**src/hdl/scp_pkg.sv**
```systemverilog
package scp_pkg;
    localparam int LINE_MAX = 1024;
    localparam int OW = $clog2(LINE_MAX);
    localparam logic [OW-1:0] SAT_MAX = OW'(LINE_MAX - 1);
    localparam int QDEPTH = 2;

    localparam logic [3:0] C_HELO     = 4'd0;
    localparam logic [3:0] C_EHLO     = 4'd1;
    localparam logic [3:0] C_MAIL     = 4'd2;
    localparam logic [3:0] C_RCPT     = 4'd3;
    localparam logic [3:0] C_DATA     = 4'd4;
    localparam logic [3:0] C_RSET     = 4'd5;
    localparam logic [3:0] C_VRFY     = 4'd6;
    localparam logic [3:0] C_EXPN     = 4'd7;
    localparam logic [3:0] C_HELP     = 4'd8;
    localparam logic [3:0] C_NOOP     = 4'd9;
    localparam logic [3:0] C_QUIT     = 4'd10;
    localparam logic [3:0] C_STARTTLS = 4'd11;
    localparam logic [3:0] C_AUTH     = 4'd12;
    // token that names no command
    localparam logic [3:0] C_NONE     = 4'hf;

    typedef enum logic [4:0] {
        PH_LEAD = 5'b00001,
        PH_CMD  = 5'b00010,
        PH_SKIP = 5'b00100,
        PH_GAP  = 5'b01000,
        PH_ARG  = 5'b10000
    } t_phase;

    // Line summary handed from the front to the back
    typedef struct packed {
        logic [3:0]    cmd;
        logic          kw;
        logic          long_line;
        logic [1:0]    ntok;
        logic [OW-1:0] le;
        logic [OW-1:0] ae;
        logic [OW-1:0] p0;
        logic [OW-1:0] p1;
        logic [OW-1:0] p2;
        logic [OW-1:0] p3;
        logic [OW-1:0] p4;
        logic [15:0]   idx;
    } t_line;

    typedef struct packed {
        logic [3:0]    cmd;
        logic          has;
        logic          kw;
        logic [OW-1:0] ab;
        logic [OW-1:0] ae;
        logic [OW-1:0] ps;
        logic [OW-1:0] pe;
        logic [OW-1:0] xs;
        logic [OW-1:0] xe;
        logic [15:0]   idx;
        logic          long_line;
    } t_result;

    function automatic logic [7:0] fold(input logic [7:0] c);
        return (c >= 8'h61 && c <= 8'h7a) ? c - 8'd32 : c;
    endfunction

    // Returns command code or C_NONE when the token is no command
    function automatic logic [3:0] match_cmd(input logic [63:0] t, input logic [3:0] n);
        logic [3:0] r;
        r = C_NONE;
        if (n == 4'd4) begin
            unique case (t[31:0])
                "OLEH": r = C_HELO;
                "OLHE": r = C_EHLO;
                "LIAM": r = C_MAIL;
                "TPCR": r = C_RCPT;
                "ATAD": r = C_DATA;
                "TESR": r = C_RSET;
                "YFRV": r = C_VRFY;
                "NPXE": r = C_EXPN;
                "PLEH": r = C_HELP;
                "POON": r = C_NOOP;
                "TIUQ": r = C_QUIT;
                "HTUA": r = C_AUTH;
                default: r = C_NONE;
            endcase
        end else if (n == 4'd8 && t == "SLTTRATS") begin
            r = C_STARTTLS;
        end
        return r;
    endfunction
endpackage

```
**src/hdl/smtp_command_line_parser.sv**
```systemverilog
// channel   dir  handshake             payload
// s_axis    in   s_axis_tvalid/tready  tdata = data_byte, tuser = last_of_message
// m_axis    out  m_axis_tvalid/tready  tdata = result fields, packed
// cfg       in   i_cfg_valid/o_cfg_ready  packet_limit
// One byte per cycle while the queue has room; a result passes from its accepted LF
// through a two-entry queue and then an output register, so bytes keep flowing while the
// output is stalled.
// Input stalls only when the queue holds two undelivered lines.
// Synchronous active-low reset clears all line state and sets the limit to 65535.
module smtp_command_line_parser (
    input  logic         i_clk,
    input  logic         i_rst_n,
    input  logic         s_axis_tvalid,
    output logic         s_axis_tready,
    input  logic [7:0]   s_axis_tdata,  // data_byte
    input  logic         s_axis_tuser,  // last_of_message
    output logic         m_axis_tvalid,
    input  logic         m_axis_tready,
    // command[3:0], has_argument, keyword_found, arg_start, arg_end, path_start,
    // path_end, extra_start, extra_end (10 each), packet_index[15:0], line_overlong
    output logic [87:0]  m_axis_tdata,
    input  logic         i_cfg_valid,
    output logic         o_cfg_ready,
    input  logic [15:0]  i_cfg_data
);
    logic [15:0] r_limit;
    logic q_push, q_full, q_valid, q_pop;
    scp_pkg::t_line f_line, q_line;
    scp_pkg::t_result res;

    assign o_cfg_ready = 1'b1;
    always_ff @(posedge i_clk) begin
        if (!i_rst_n) r_limit <= 16'hffff;
        else if (i_cfg_valid) r_limit <= i_cfg_data;
    end

    scp_front u_front (
        .i_clk, .i_rst_n, .i_limit(r_limit), .i_valid(s_axis_tvalid),
        .o_ready(s_axis_tready), .i_byte(s_axis_tdata), .i_last(s_axis_tuser),
        .o_push(q_push), .o_line(f_line), .i_full(q_full)
    );
    scp_queue u_queue (
        .i_clk, .i_rst_n, .i_push(q_push), .i_line(f_line), .o_full(q_full),
        .o_valid(q_valid), .o_line(q_line), .i_pop(q_pop)
    );
    scp_back u_back (
        .i_clk, .i_rst_n, .i_valid(q_valid), .i_line(q_line), .o_pop(q_pop),
        .o_valid(m_axis_tvalid), .o_res(res), .i_ready(m_axis_tready)
    );

    assign m_axis_tdata = {5'd0, res.long_line, res.idx, res.xe, res.xs, res.pe,
        res.ps, res.ae, res.ab, res.kw, res.has, res.cmd};
endmodule

```
**src/hdl/scp_front.sv**
```systemverilog
module scp_front (
    input  logic           i_clk,
    input  logic           i_rst_n,
    input  logic [15:0]    i_limit,
    input  logic           i_valid,
    output logic           o_ready,
    input  logic [7:0]     i_byte,
    input  logic           i_last,
    output logic           o_push,
    output scp_pkg::t_line o_line,
    input  logic           i_full
);
    localparam int OW = scp_pkg::OW;

    scp_pkg::t_phase r_ph, n_ph;
    logic [OW-1:0] r_off, n_off;
    logic [63:0]   r_tok, n_tok;
    logic [3:0]    r_tlen, n_tlen;
    logic [OW-1:0] r_pos [0:4];
    logic [OW-1:0] n_pos [0:4];
    logic [OW-1:0] r_lnb, n_lnb;
    logic          r_long, n_long, r_cr, n_cr, r_kw, n_kw;
    logic [3:0]    r_cmd, n_cmd;
    logic [1:0]    r_ntok, n_ntok;
    logic [15:0]   r_cnt, n_cnt;

    logic acc;
    assign o_ready = !i_full;
    assign acc = i_valid && o_ready;

    function automatic logic kw_at_end();
        return r_kw || (r_ph == scp_pkg::PH_ARG && r_ntok == 2'd0 &&
            ((r_cmd == scp_pkg::C_MAIL && r_tlen == 4'd5 && r_tok[39:0] == ":MORF") ||
             (r_cmd == scp_pkg::C_RCPT && r_tlen == 4'd3 && r_tok[23:0] == ":OT")));
    endfunction

    always_comb begin
        logic [7:0] c;
        logic ws, feed, emit;
        logic [OW-1:0] pos;
        logic [3:0] m;
        n_ph = r_ph; n_off = r_off; n_tok = r_tok; n_tlen = r_tlen;
        n_pos = r_pos; n_lnb = r_lnb; n_long = r_long; n_cr = r_cr;
        n_kw = r_kw; n_cmd = r_cmd; n_ntok = r_ntok; n_cnt = r_cnt;
        o_push = 1'b0;
        emit = 1'b0;
        m = scp_pkg::C_NONE;
        c = 8'h0d;
        feed = 1'b0;
        ws = 1'b0;
        pos = '0;
        if (i_byte == 8'h0a) begin
            // close the open token at line end
            if (r_ph == scp_pkg::PH_CMD) begin
                m = scp_pkg::match_cmd(r_tok, r_tlen);
                n_cmd = m;
                emit = (m != scp_pkg::C_NONE);
            end else if (r_ph == scp_pkg::PH_ARG || r_ph == scp_pkg::PH_GAP) begin
                emit = 1'b1;
            end
            o_push = acc && emit && (r_cnt < i_limit);
            if (o_push) n_cnt = r_cnt + 16'd1;
            n_ph = scp_pkg::PH_LEAD; n_off = '0; n_tok = '0; n_tlen = '0;
            n_lnb = '0; n_long = 1'b0; n_cr = 1'b0; n_kw = 1'b0; n_cmd = '0;
            n_ntok = '0;
            for (int k = 0; k < 5; k++) n_pos[k] = '0;
        end else begin
            // a held CR first, then this byte if it is no CR
            if (r_cr) begin
                c = 8'h0d; feed = 1'b1; n_cr = 1'b0;
                if (i_byte == 8'h0d) n_cr = 1'b1;
            end
            for (int s = 0; s < 2; s++) begin
                if (s == 1) begin
                    feed = (i_byte != 8'h0d);
                    c = i_byte;
                    if (i_byte == 8'h0d) n_cr = 1'b1;
                end
                if (feed) begin
                    ws = (c == 8'h20 || c == 8'h09);
                    pos = n_off;
                    if (n_off >= scp_pkg::SAT_MAX) begin
                        n_off = scp_pkg::SAT_MAX; n_long = 1'b1;
                    end else begin
                        n_off = n_off + OW'(1);
                    end
                    unique case (n_ph)
                        scp_pkg::PH_LEAD: if (!ws) begin
                            n_tok = {56'd0, scp_pkg::fold(c)}; n_tlen = 4'd1;
                            n_ph = scp_pkg::PH_CMD;
                        end
                        scp_pkg::PH_CMD: begin
                            if (ws) begin
                                m = scp_pkg::match_cmd(n_tok, n_tlen);
                                if (m != scp_pkg::C_NONE) begin
                                    n_cmd = m; n_ph = scp_pkg::PH_GAP;
                                    n_tok = '0; n_tlen = '0;
                                end else begin
                                    n_ph = scp_pkg::PH_SKIP;
                                end
                            end else begin
                                if (n_tlen < 4'd8)
                                    n_tok[n_tlen[2:0]*8 +: 8] = scp_pkg::fold(c);
                                if (n_tlen < 4'd15) n_tlen = n_tlen + 4'd1;
                            end
                        end
                        scp_pkg::PH_GAP: if (!ws) begin
                            if (n_ntok != 2'd3) n_pos[3'({n_ntok, 1'b0})] = pos;
                            if (n_ntok == 2'd0) begin
                                n_tok = {56'd0, scp_pkg::fold(c)}; n_tlen = 4'd1;
                            end
                            n_ph = scp_pkg::PH_ARG;
                            n_lnb = n_off;
                        end
                        scp_pkg::PH_ARG: begin
                            if (ws) begin
                                if (n_ntok == 2'd0 && ((n_cmd == scp_pkg::C_MAIL &&
                                        n_tlen == 4'd5 && n_tok[39:0] == ":MORF") ||
                                        (n_cmd == scp_pkg::C_RCPT && n_tlen == 4'd3 &&
                                        n_tok[23:0] == ":OT")))
                                    n_kw = 1'b1;
                                if (n_ntok == 2'd0) n_pos[1] = pos;
                                else if (n_ntok == 2'd1) n_pos[3] = pos;
                                if (n_ntok != 2'd3) n_ntok = n_ntok + 2'd1;
                                n_ph = scp_pkg::PH_GAP;
                            end else begin
                                if (n_ntok == 2'd0) begin
                                    if (n_tlen < 4'd8)
                                        n_tok[n_tlen[2:0]*8 +: 8] = scp_pkg::fold(c);
                                    if (n_tlen < 4'd15) n_tlen = n_tlen + 4'd1;
                                end
                                n_lnb = n_off;
                            end
                        end
                        default: ;
                    endcase
                end
            end
        end
        if (i_last) begin
            n_ph = scp_pkg::PH_LEAD; n_off = '0; n_tok = '0; n_tlen = '0;
            n_lnb = '0; n_long = 1'b0; n_cr = 1'b0; n_kw = 1'b0; n_cmd = '0;
            n_ntok = '0; n_cnt = '0;
            for (int k = 0; k < 5; k++) n_pos[k] = '0;
        end
    end

    // line summary uses the pre-clear view for the end-of-line fields
    always_comb begin
        o_line.cmd = (r_ph == scp_pkg::PH_CMD) ? scp_pkg::match_cmd(r_tok, r_tlen) : r_cmd;
        o_line.kw = kw_at_end();
        o_line.long_line = r_long;
        o_line.ntok = (r_ph == scp_pkg::PH_ARG && r_ntok != 2'd3) ? r_ntok + 2'd1 : r_ntok;
        o_line.le = r_off;
        o_line.ae = r_lnb;
        o_line.p0 = r_pos[0];
        o_line.p1 = (r_ph == scp_pkg::PH_ARG && r_ntok == 2'd0) ? r_off : r_pos[1];
        o_line.p2 = r_pos[2];
        o_line.p3 = (r_ph == scp_pkg::PH_ARG && r_ntok == 2'd1) ? r_off : r_pos[3];
        o_line.p4 = r_pos[4];
        o_line.idx = r_cnt;
    end

    always_ff @(posedge i_clk) begin
        if (!i_rst_n) begin
            r_ph <= scp_pkg::PH_LEAD; r_off <= '0; r_tok <= '0; r_tlen <= '0;
            r_lnb <= '0; r_long <= 1'b0; r_cr <= 1'b0; r_kw <= 1'b0;
            r_cmd <= '0; r_ntok <= '0; r_cnt <= '0;
            for (int k = 0; k < 5; k++) r_pos[k] <= '0;
        end else if (acc) begin
            r_ph <= n_ph; r_off <= n_off; r_tok <= n_tok; r_tlen <= n_tlen;
            r_lnb <= n_lnb; r_long <= n_long; r_cr <= n_cr; r_kw <= n_kw;
            r_cmd <= n_cmd; r_ntok <= n_ntok; r_cnt <= n_cnt;
            r_pos <= n_pos;
        end
    end
endmodule

```
**src/hdl/scp_queue.sv**
```systemverilog
module scp_queue (
    input  logic           i_clk,
    input  logic           i_rst_n,
    input  logic           i_push,
    input  scp_pkg::t_line i_line,
    output logic           o_full,
    output logic           o_valid,
    output scp_pkg::t_line o_line,
    input  logic           i_pop
);
    localparam int AW = $clog2(scp_pkg::QDEPTH);
    scp_pkg::t_line r_mem [0:scp_pkg::QDEPTH-1];
    logic [AW-1:0] r_wp, r_rp;
    logic [AW:0]   r_cnt;

    assign o_full  = (r_cnt == (AW+1)'(scp_pkg::QDEPTH));
    assign o_valid = (r_cnt != '0);
    assign o_line  = r_mem[r_rp];

    always_ff @(posedge i_clk) begin
        if (i_push) r_mem[r_wp] <= i_line;
    end

    always_ff @(posedge i_clk) begin
        if (!i_rst_n) begin
            r_wp <= '0; r_rp <= '0; r_cnt <= '0;
        end else begin
            if (i_push) r_wp <= r_wp + AW'(1);
            if (i_pop) r_rp <= r_rp + AW'(1);
            r_cnt <= r_cnt + (AW+1)'(i_push) - (AW+1)'(i_pop);
        end
    end
endmodule

```
**src/hdl/scp_back.sv**
```systemverilog
module scp_back (
    input  logic             i_clk,
    input  logic             i_rst_n,
    input  logic             i_valid,
    input  scp_pkg::t_line   i_line,
    output logic             o_pop,
    output logic             o_valid,
    output scp_pkg::t_result o_res,
    input  logic             i_ready
);
    scp_pkg::t_result n_res;
    logic r_valid;

    assign o_valid = r_valid;
    assign o_pop = i_valid && (!r_valid || i_ready);

    always_comb begin
        logic has;
        has = (i_line.ntok != 2'd0);
        n_res.cmd = i_line.cmd;
        n_res.has = has;
        n_res.kw = i_line.kw;
        n_res.ab = has ? i_line.p0 : i_line.le;
        n_res.ae = has ? i_line.ae : i_line.le;
        n_res.ps = n_res.ae; n_res.pe = n_res.ae;
        n_res.xs = n_res.ae; n_res.xe = n_res.ae;
        n_res.idx = i_line.idx;
        n_res.long_line = i_line.long_line;
        unique case (i_line.cmd)
            scp_pkg::C_HELO, scp_pkg::C_EHLO, scp_pkg::C_VRFY, scp_pkg::C_EXPN,
            scp_pkg::C_HELP: begin
                n_res.ps = n_res.ab; n_res.pe = n_res.ae;
            end
            scp_pkg::C_MAIL, scp_pkg::C_RCPT: begin
                if (i_line.kw) begin
                    if (i_line.ntok >= 2'd2) begin
                        n_res.ps = i_line.p2; n_res.pe = i_line.p3;
                    end
                    if (i_line.ntok == 2'd3) n_res.xs = i_line.p4;
                end else begin
                    n_res.ps = n_res.ab; n_res.pe = n_res.ae;
                end
            end
            scp_pkg::C_AUTH: if (has) begin
                n_res.ps = i_line.p0; n_res.pe = i_line.p1;
                if (i_line.ntok >= 2'd2) n_res.xs = i_line.p2;
            end
            default: ;
        endcase
    end

    always_ff @(posedge i_clk) begin
        if (o_pop) o_res <= n_res;
    end

    always_ff @(posedge i_clk) begin
        if (!i_rst_n) r_valid <= 1'b0;
        else if (o_pop) r_valid <= 1'b1;
        else if (i_ready) r_valid <= 1'b0;
    end
endmodule

```
**config.mk**
```make
export PLATFORM = sky130hd
export DESIGN_NAME = smtp_command_line_parser
export DESIGN_NICKNAME = d
export VERILOG_FILES = /design/src/hdl/scp_pkg.sv /design/src/hdl/smtp_command_line_parser.sv /design/src/hdl/scp_front.sv /design/src/hdl/scp_queue.sv /design/src/hdl/scp_back.sv
export SDC_FILE = /design/constraint.sdc
export NUM_CORES = 1
export LEC_CHECK = 0
export BUFFER_PORTS_ARGS = -buffer_cell sky130_fd_sc_hd__buf_2
export CAP_MARGIN = 20
export CORE_MARGIN = 2
export CORE_UTILIZATION = 42
export DETAILED_ROUTE_END_ITERATION = 6
export PLACE_DENSITY_LB_ADDON = 0.1
export REMOVE_ABC_BUFFERS = 1
export SKIP_CTS_REPAIR_TIMING = 1
export SYNTH_ARGS = -nofsm -noshare
export SYNTH_HDL_FRONTEND = slang
export SYNTH_SLANG_ARGS = --single-unit
```
**constraint.sdc**
```tcl
create_clock -name i_clk -period 18.3 [get_ports i_clk]
set_input_delay 2.745 -clock i_clk [delete_from_list [all_inputs] [get_ports i_clk]]
set_output_delay 2.745 -clock i_clk [all_outputs]
set_load 0.01 [all_outputs]
```
# [Word-level counts from Yosys, hierarchy flattened]
# Memories as Yosys holds them, arrays and structs flattened. A register that Yosys moved wholly into a read port is not among the register bits.
# Index checks and enable logic that the tools add are counted.
[totals] output_inout_bits=91 ramBits=188 register_bits=262 memories=1
[mem_list] name="u_queue.r_mem" depth=2 word_bits=94 read_ports=1 rd_clocked_by_memory_dff=1 write_ports=1 line="scp_queue.sv:12" rtl="scp_pkg::t_line r_mem [0:scp_pkg::QDEPTH-1];"
[classes] muxes=206 shift=4 add_sub_neg=15 order_cmp=16 reduce_logical=46 eq_ne=73 n_bitwise=2
[op_table] cell="$mux 64" n=21
[op_table] cell="$eq 32x31->1 const B" n=24
[op_table] cell="$pmux 64 s4" n=2
[op_table] cell="$mux 50" n=9
[op_table] cell="$mux 10" n=40
[op_table] cell="$mux 4" n=47
[op_table] cell="$bwmux 64" n=2
[op_table] cell="$eq 64x63->1 const B" n=2
[op_table] cell="$shift 8x34->64 const A" n=2
[op_table] cell="$shiftx 8x34->64" n=2
[op_table] cell="$bwmux 50" n=2
[op_table] cell="$pmux 10 s2" n=5
[op_table] cell="$pmux 4 s12" n=2
[op_table] cell="$eq 40x38->1 const B" n=2
[op_table] cell="$neg 6->34" n=2
[op_table] cell="$mux 5" n=13
[op_table] cell="$demux 10 s3" n=2
[op_table] cell="$pmux 20 s3" n=1
[op_table] cell="$eq 24x22->1 const B" n=2
[op_table] cell="$mux 16" n=3
[op_table] cell="$mux 20" n=2
[op_table] cell="$pmux 5 s4" n=2
[op_table] cell="$eq 4x2->1 const B" n=8
[op_table] cell="$eq 8x4->1 const B" n=4
[op_table] cell="other kinds (45)" n=161

# [Logic depth before layout (Yosys ltp)]
# Gate-level depths: netlist of run 1.
[depth] depth_word=29 mapped_depth=23

# [By module]
# A second synthesis of run 1 with hierarchy kept.
[hier_totals] hier_cells=2909 area_unflattened_um2=26447.9
[modules_own_cells] mod="scp_front" area_each_um2=15361.0 n_inst=1 cells_each=2272 seq_area_each_um2=3363.2
[modules_own_cells] mod="scp_queue" area_each_um2=7021.7 n_inst=1 cells_each=313 seq_area_each_um2=5745.5
[modules_own_cells] mod="scp_back" area_each_um2=3432.0 n_inst=1 cells_each=264 seq_area_each_um2=2212.1
[modules_own_cells] mod="smtp_command_line_parser" area_each_um2=633.1 n_inst=1 cells_each=60 seq_area_each_um2=320.3

# [Worst setup path before layout of run 1]
# No wires, ideal clock.
[synth_path] path_type="input to register" startpoint="input port s_axis_tdata[4]" endpoint="memory u_queue.r_mem[0][0] (netlist name) (enable)" arrival_ns=12.833 path_stages=6 t_required_ns=17.522 slack_ns=4.689 path_cell_list="nor4b_1 nand2_1 nor4b_1 and2_1 nand3_1 nor4_1"
[synth_via] elab_chain_len=4
[synth_rtl] item="from (decl)" line="smtp_command_line_parser.sv:15" rtl="input logic [7:0] s_axis_tdata,"
[synth_rtl] item="$eq 8x4->1" line="scp_front.sv:52" rtl="if (i_byte == 8'h0a) begin"
[synth_rtl] item="$mux 1" line="scp_front.sv:52"
[synth_rtl] item="$mux 1" line="scp_queue.sv:21" rtl="if (i_push) r_mem[r_wp] <= i_line;"
[synth_rtl] item="$mux 1 (not written as such)" line="scp_queue.sv:21"
[synth_rtl] item="to (decl)" line="scp_queue.sv:12"
# No other way between the ends.

# [Worst setup path after layout of run 1]
[layout_path] startpoint="register u_front.r_ph[3]" endpoint="register u_front.r_tok[35]"
[layout_via] elab_chain_len=19 elab_cells_between_ends=66
[layout_rtl] item="from (decl)" line="scp_front.sv:15" rtl="scp_pkg::t_phase r_ph, n_ph;"
[layout_rtl] item="from (signal assigned)" line="scp_front.sv:171" rtl="r_ph <= n_ph; r_off <= n_off; r_tok <= n_tok; r_tlen <= n_tlen;"
[layout_rtl] item="parallel branches: the longest is 16 deep, another holds $pmux 64 s4"
[layout_rtl] item="$mux 64 *" line="scp_front.sv:79" rtl="if (feed) begin"
[layout_rtl] item="$mux 64 *" line="scp_front.sv:52"
[layout_rtl] item="$mux 64 *" line="scp_front.sv:140" rtl="if (i_last) begin"
[layout_rtl] item="to (signal assigned)" line="scp_front.sv:171"
[layout_rtl] item="to (decl)" line="scp_front.sv:17" rtl="logic [63:0] r_tok, n_tok;"
# Every way passes the cells marked *. The select of a mux whose other input is x is not followed.
# A chain may end at the register's enable or synchronous reset.

==> results of run 1 <==
==> kinds of logic after synthesis <==
logic type      count (synthesis)
compound gates                747
simple gates                 1099
mux                           169
flops                         451
other cells                     2
buf+inv                       245
xor+xnor                       29
fa+ha+maj                      38
==> per-layer routing <==
layer / track usage [%] / routed length (um) / vias up
met1: 44.7 / 44100 / 11700
met3: 5.82 / 9420 / 275
met2: 48.5 / 45000 / 1270
met4: 12.9 / 4590 / 4
met5: 0 / 26 / -
li1: - / - / 10600
==> power by group through the flow <==
stage	logic [mW]	registers [mW]	clock network [mW]
CTS	0.627	1.19	1.06
global placement	0.623	1.21	0
detailed placement	0.626	1.21	0
finish	0.633	1.19	1.05
floorplan	0.335	1.26	0
global route	0.678	1.20	1.10
==> cell type report <==
| cell class | instances | area share (%) |
|---|---|---|
| tap | 782 | 3.40 |
| clock buffer | 69 | 4.95 |
| sequential | 451 | 40.5 |
| multi-input combinational | 2088 | 46.1 |
| clock inverter | 25 | 1.02 |
| timing repair buffer | 172 | 3.51 |
| inverter | 41 | 0.540 |
==> flip-flops by register name (all words and copies together), names as in the netlist, named ones only <==
name            cells
u_front.r_ntok      2
u_back.o_res       73
u_back.o_valid      1
u_front.r_kw        1
u_front.r_tlen      4
u_queue.r_cnt       2
u_front.r_lnb      10
u_queue.r_mem     188
u_front.r_off      10
u_front.r_ph        5
u_queue.r_rp        1
u_front.r_tok      64
u_front.r_cr        1
u_queue.r_wp        1
u_front.r_cmd       4
r_limit            16
u_front.r_cnt      16
u_front.o_line     30
u_front.r_long      1
u_front.r_pos      20
==> metrics by stage <==
stage,util (%),std cells
after floorplan,-,2580
after global placement,44.7,3533
after detailed placement,44.7,3534
after CTS,47.5,3628
after global routing,47.5,3628
final,47.5,3628
==> how the worst max path moves through the flow <==
stage	from	cells past startpoint	endpoint
after global placement	s_axis_tdata[4]	9	u_queue.r_mem[1][47]
after CTS	u_front.r_ph[3]	17	u_front.r_tok[35]
after detailed placement	s_axis_tdata[4]	9	u_queue.r_mem[1][54]
after global routing	u_front.r_ph[3]	17	u_front.r_tok[35]
final	u_front.r_ph[3]	17	u_front.r_tok[35]
after floorplan	s_axis_tdata[4]	6	u_queue.r_mem[0][0]
==> cell usage after synthesis (19+ instances only) <==
library cell	instances
a211oi_1	22
a21oi_1	218
a22oi_1	53
and2_1	24
and3_1	32
clkbuf_1	158
dfxtp_1	190
edfxtp_1	261
ha_1	38
inv_1	40
mux2_2	50
mux2i_1	89
mux4_2	30
nand2_1	392
nand2b_1	23
nand3_1	116
nand4_1	47
nor2_1	215
nor2b_1	21
nor3_1	62
nor4_1	46
o211ai_1	69
o21ai_0	146
o22ai_1	28
o31ai_1	19
xnor2_1	21
==> worst max-delay path, delay by kind of cell, from the launching register on <==
family | cells | cell delay [ps]
buffers and inverters | 2 | 580
and+or+nand+nor | 6 | 2350
xor gates and xnor gates | 1 | 220
AOI/OAI and AO/OA | 7 | 2010
adders and majority gates | 1 | 300
DFF | 1 | 870
==> out/metrics.yaml, run 1 <==
die:
  die_width_um: 252
  core_area_sq_um: 60500
  dieArea_sq_um: 63400
  num_rows: 90
  io-pin-count: 121
  die_y_um: 252
  start_util_pct: 42.6
timing:
  period_minus_slack_ps: 6540
  slew_headroom_pct: 21.6
  finalCritPeriodShare_pct: 35.8
  fin_ws_ps: 11760
  setup_tns_ps: 0
  rsz0062_at_grt: "no"
  tightest_slew_ps: 1170
  fmax_mhz: 153
  setup_viol: 0
  slew_viol_final: 0
  hold-worst-slack_ps: 461
  skew_ps: 20.2
  hold_violations: 0
power_and_ir_drop:
  clock_power_share_pct: 36.5
  power_mw: 2.87
  combPwrFrac_pct: 22.0
  power_switching_mw: 0.914
  vdd_ir_drop_max_mv: 0.0775
  swShare_pct: 31.8
  power_density_nw_per_um2: 100
  p_leak_nw: 9.94
  p_int_mw: 1.96
  power_frac_seq_pct: 41.4
cts:
  htree_levels: 2
  clk_pin_slew_worst_paths_ps: 60
  cts_buffer_depth: 3
  cts_tree: "yes"
  clock_sinks: 451
  root_buffer: "clkbuf_16"
  insertion_delay_ps: 610
  numCtsBuffers: 50
logic_synthesis:
  synth_fa_ha_area_share_pct: 1.85
  synth_xor_area_share_pct: 1.01
  syn_inst: 2780
  synth_compound_area_share_pct: 18.8
  synth_flop_cell: "edfxtp_1"
  synth_largest_area_cell: "edfxtp_1"
  synth_top_family_by_area: "simple AND/OR/NAND/NOR gates"
  ys_ff_latch: 451
  synth_area_sq_um: 25800
  yosysUniqueCellTypes: 92
  yosys.area_share.simple_pct: 20.9
  synth-async-reset-ratio_pct: 0
  yosysWarnings: 0
  yosysSeqAreaShare_pct: 45.2
  synth_edf_count: 261
  muxShareOfSynthArea_pct: 8.26
  synth.area.top_cells: "edfxtp_1 30%, dfxtp_1 15%, nand2_1 5.7%"
  yosysTopAreaCellShare_pct: 30.4
  syn_avg_cell_area_sq_um: 9.27
drt:
  drc: 0
  vias_per_cell: 6.58
  wl_mm: 103
  dr.pass1.iters: 6
  detail-route-antenna-nets: 0
  drt_iter0_drc: 2809
  vias: 23900
  wl_per_cell_um: 28.4
setup_path:
  critical-path-slowest-cell: "dfxtp_1"
  crit_arrival_ps: 6980
  rrSetupSlack_ps: 11760
  timing.rr.end: "u_front.r_tok[35]"
  path_cells: "xor2_2 > a221o_1 > nand2_1 > o21ai_0 > o21ai_2 > inv_1 > ha_1 > o2111ai_1 > nor4_1 > and4_1 > nand4_1 > or4_1 > a31oi_1 > o21ai_2 > buf_4 > nand2_1 > o221ai_1"
  worstReg2RegStart: "u_front.r_ph[3]"
  start_kind: "register"
  path_max_fanout: 42
  required_ps: 18740
  reg2reg_depth: 17
  cpPeakStageDelay_ps: 870
  worstSetupPathType: "reg2reg"
  cp-end-kind: "register"
finish:
  diodes: 0
  nets: 2872
  design_area_sq_um: 28700
  multiInputGateArea_sq_um: 13200
  final_common_cell: "nand2_1"
  regArea_sq_um: 11600
  drive_gt1_share_pct: 13.7
  fillCellCount: 5778
  final_cell_mix: "391 x nand2_1, 261 x edfxtp_1, 218 x a21oi_1, 210 x nor2_1, 189 x dfxtp_1"
  area_growth_pct: 11.5
grt:
  grt_pass1_vias: 22200
  gr-total-overflow: 0
  track_usage_pct: 31.8
  grt_pass1_wl_mm: 150
  grt_max_degree: 86
  antenna_found_initial: 2
placed_design:
  pre_cts_slack_ps: 11410
  placed_area_sq_um: 27000
  hpwlAfterDp_mm: 73.4
  place_congestion: 1.01
  io_buffers: 114
min_path:
  min_path_type: "reg2reg"
  worstHoldPathCells: 2
  hold_end: "u_front.r_pos[39]"
  hp-start: "u_front.r_pos[39]"
run:
  cap_violations: 0
status:
  status: "completed"
No activity file was read; power rests on OpenSTA's default activity.
==> run 2, diff against run 1 <==
- clock period: 18.3 -> 5.45 ns (I/O delays scaled with it)
==> run 2 against run 1 <==
Effect of this change:
- critical path type unchanged
- setup slack got worse by 11000 ps
- combinational power rose to 3.5 times the previous value
- cell area rose by 2.6%
- highest routed layer is now met4
- worst hold slack got worse by 32 ps
- power rose to 3.4 times the previous value
- maximum frequency rose by 31%
- flip-flop and latch count did not move
==> out/metrics.yaml, run 2 (synthesis results as in run 1) <==
placed_design:
  hpwlAfterDp_mm: 76.4  # +4.1%
  io_buffers: 114  # unchanged
  place_congestion: 1.02  # +0.79%
  placed_area_sq_um: 27700  # +2.4%
finish:
  final_common_cell: "nand2_1"
  utilization_pct: 48.7  # +1.2 points
  drive_gt1_share_pct: 16.1  # +2.4 points
  nets: 2953  # +2.8%
  final_cell_mix: "391 x nand2_1, 261 x edfxtp_1, 218 x a21oi_1, 210 x nor2_1, 188 x dfxtp_1"
  area_growth_pct: 14.4
  largest_reg_flops: 188  # unchanged
  largest_register: "u_queue.r_mem"
  diodes: 0  # unchanged
  largestRegisters: "u_queue.r_mem x188, u_back.o_res x73, u_front.r_tok x64"
  design_area_sq_um: 29500  # +2.6%
drt:
  drt_iter0_drc: 2836  # +0.96%
  drc: 0  # unchanged
  wl_mm: 104  # +0.73%
  vias: 24200  # +1.4%
  wl_per_cell_um: 28.0  # -1.5%
  vias_per_cell: 6.52  # -0.88%
  dr.pass1.iters: 6  # unchanged
  detail-route-antenna-nets: 0  # unchanged
run:
  cap_violations: 0  # unchanged
setup_path:
  path_max_fanout: 41  # -2.4%
  cpPeakStageDelay_ps: 670  # -200 ps
  startpoint: "u_front.r_ph[4]"
  start_kind: "register"
  cp_top_family: "compound AO/OA/AOI/OAI gates"
  required_ps: 5920  # -12820 ps
  crit_arrival_ps: 5460  # -1520 ps
  cp-end-kind: "register"
  crit_buf_inv: 2  # unchanged
  critical-path-slowest-cell: "dfxtp_1"
  worstSetupPathType: "reg2reg"
  path_cells: "nor4b_2 > a221o_1 > nand2_4 > a22o_1 > inv_1 > ha_1 > o2111ai_1 > nor4_1 > and4_1 > nand4_1 > or4_1 > a31oi_1 > o21ai_2 > buf_12 > a221oi_1 > o41ai_1"
  worstReg2RegStart: "u_front.r_ph[4]"
timing:
  period_minus_slack_ps: 4990  # -1560 ps
  hold_violations: 0  # unchanged
  fmax_mhz: 201  # +31%
  skew_ps: 32.8  # +12.6 ps
  finalCritPeriodShare_pct: 91.5  # +56 points
  setup_tns_ps: 0  # unchanged
  rsz0062_at_grt: "no"
  slew_headroom_pct: 24.7  # +3.1 points
  slew_viol_final: 0  # unchanged
  setup_viol: 0  # unchanged
  tightest_slew_ps: 1120  # -46.5 ps
die:
  die_width_um: 252  # unchanged
  io-pin-count: 121  # unchanged
  start_util_pct: 42.6  # unchanged
  num_rows: 90  # unchanged
  die_y_um: 252  # unchanged
  dieArea_sq_um: 63400  # unchanged
  core_area_sq_um: 60500  # unchanged
min_path:
  min_path_type: "in2reg"
  hp-start: "i_cfg_data[10]"
cts:
  numCtsBuffers: 51  # +2.0%
  clock_sinks: 451  # unchanged
  insertion_delay_ps: 620  # about the same
  cts_buffer_depth: 3  # unchanged
  cts_tree: "yes"
  root_buffer: "clkbuf_16"
  clk_pin_slew_worst_paths_ps: 60  # about the same
  htree_levels: 2  # unchanged
grt:
  grt_max_degree: 82  # -4.7%
  grt_pass1_wl_mm: 151  # +0.80%
  gr-total-overflow: 0  # unchanged
  antenna_found_initial: 0  # -2
  grt_pass1_vias: 22400  # +1.1%
  track_usage_pct: 31.9  # +0.096 points
power_and_ir_drop:
  vdd_ir_drop_max_mv: 0.269  # +250%
  power_density_nw_per_um2: 334  # +230%
  p_leak_nw: 10.4  # +4.1%
status:
  status: "completed"
[run 2: changes by cell type in the layout (fill, tap and decap cells not counted), moves of 3 or more]
| cell | delta |
|---|---|
| buf_4 | +75 |
| clkbuf_8 | -8 |
| clkinvlp_4 | +8 |
| buf_12 | +5 |
| clkinv_2 | -4 |
| bufinv_16 | +3 |
[run 2: worst paths after layout]
| check | end | slack [ps] | depth (start not counted) |
|---|---|---|---|
| max | u_front.r_tlen[2] | 460 | 16 |
| min | r_limit[10] | 430 | 3 |
| max reg2reg | u_front.r_tlen[2] | 460 | 16 |
| min reg2reg | u_front.r_cmd[3] | 480 | 2 |
[run 2: report_power, final]
part | internal (mW) | switching [mW] | total, mW
combinational | 0.696 | 1.49 | 2.19
clock | 2.16 | 1.51 | 3.67
sequential | 3.86 | 0.141 | 4.00
total | 6.72 | 3.14 | 9.86
[run 2: worst reg2reg max path, stage by stage (launching register included)]
cell	delay, ps
dfxtp_1	670
nor4b_2	370
a221o_1	420
nand2_4	150
a22o_1	370
inv_1	170
ha_1	240
o2111ai_1	160
nor4_1	230
and4_1	230
nand4_1	120
or4_1	630
a31oi_1	260
o21ai_2	150
buf_12	200
a221oi_1	340
o41ai_1	140
[run 2: layout make-up]
class                           instances  area (sq um)
Tap cell                              782           978
Multi-Input combinational cell       2088         13200
Timing Repair Buffer                  252          1670
Sequential cell                       451         11600
Inverter                               41           155
Fill cell                            5675         31000
Clock inverter                         33           450
Clock buffer                           63          1340
[run 2: per-stage QoR]
stage               cells  setup WS, ps  hold slack (ps)  power (mW)
floorplan            2580         -6360              428        5.34
global placement     3611           581              454        6.19
detailed placement   3612           474              460        6.22
CTS                  3708           422              413        9.87
global route         3710           171              422        10.2
finish               3710           464              430        9.86
[run 2: routing by layer]
metal | vias up | wire length [um] | GRT usage (%)
met5 | - | 0 | 0
met4 | 0 | 4200 | 11.9
met3 | 237 | 9560 | 6.08
met2 | 1313 | 45200 | 48.9
met1 | 11900 | 44900 | 44.9
li1 | 10800 | - | -
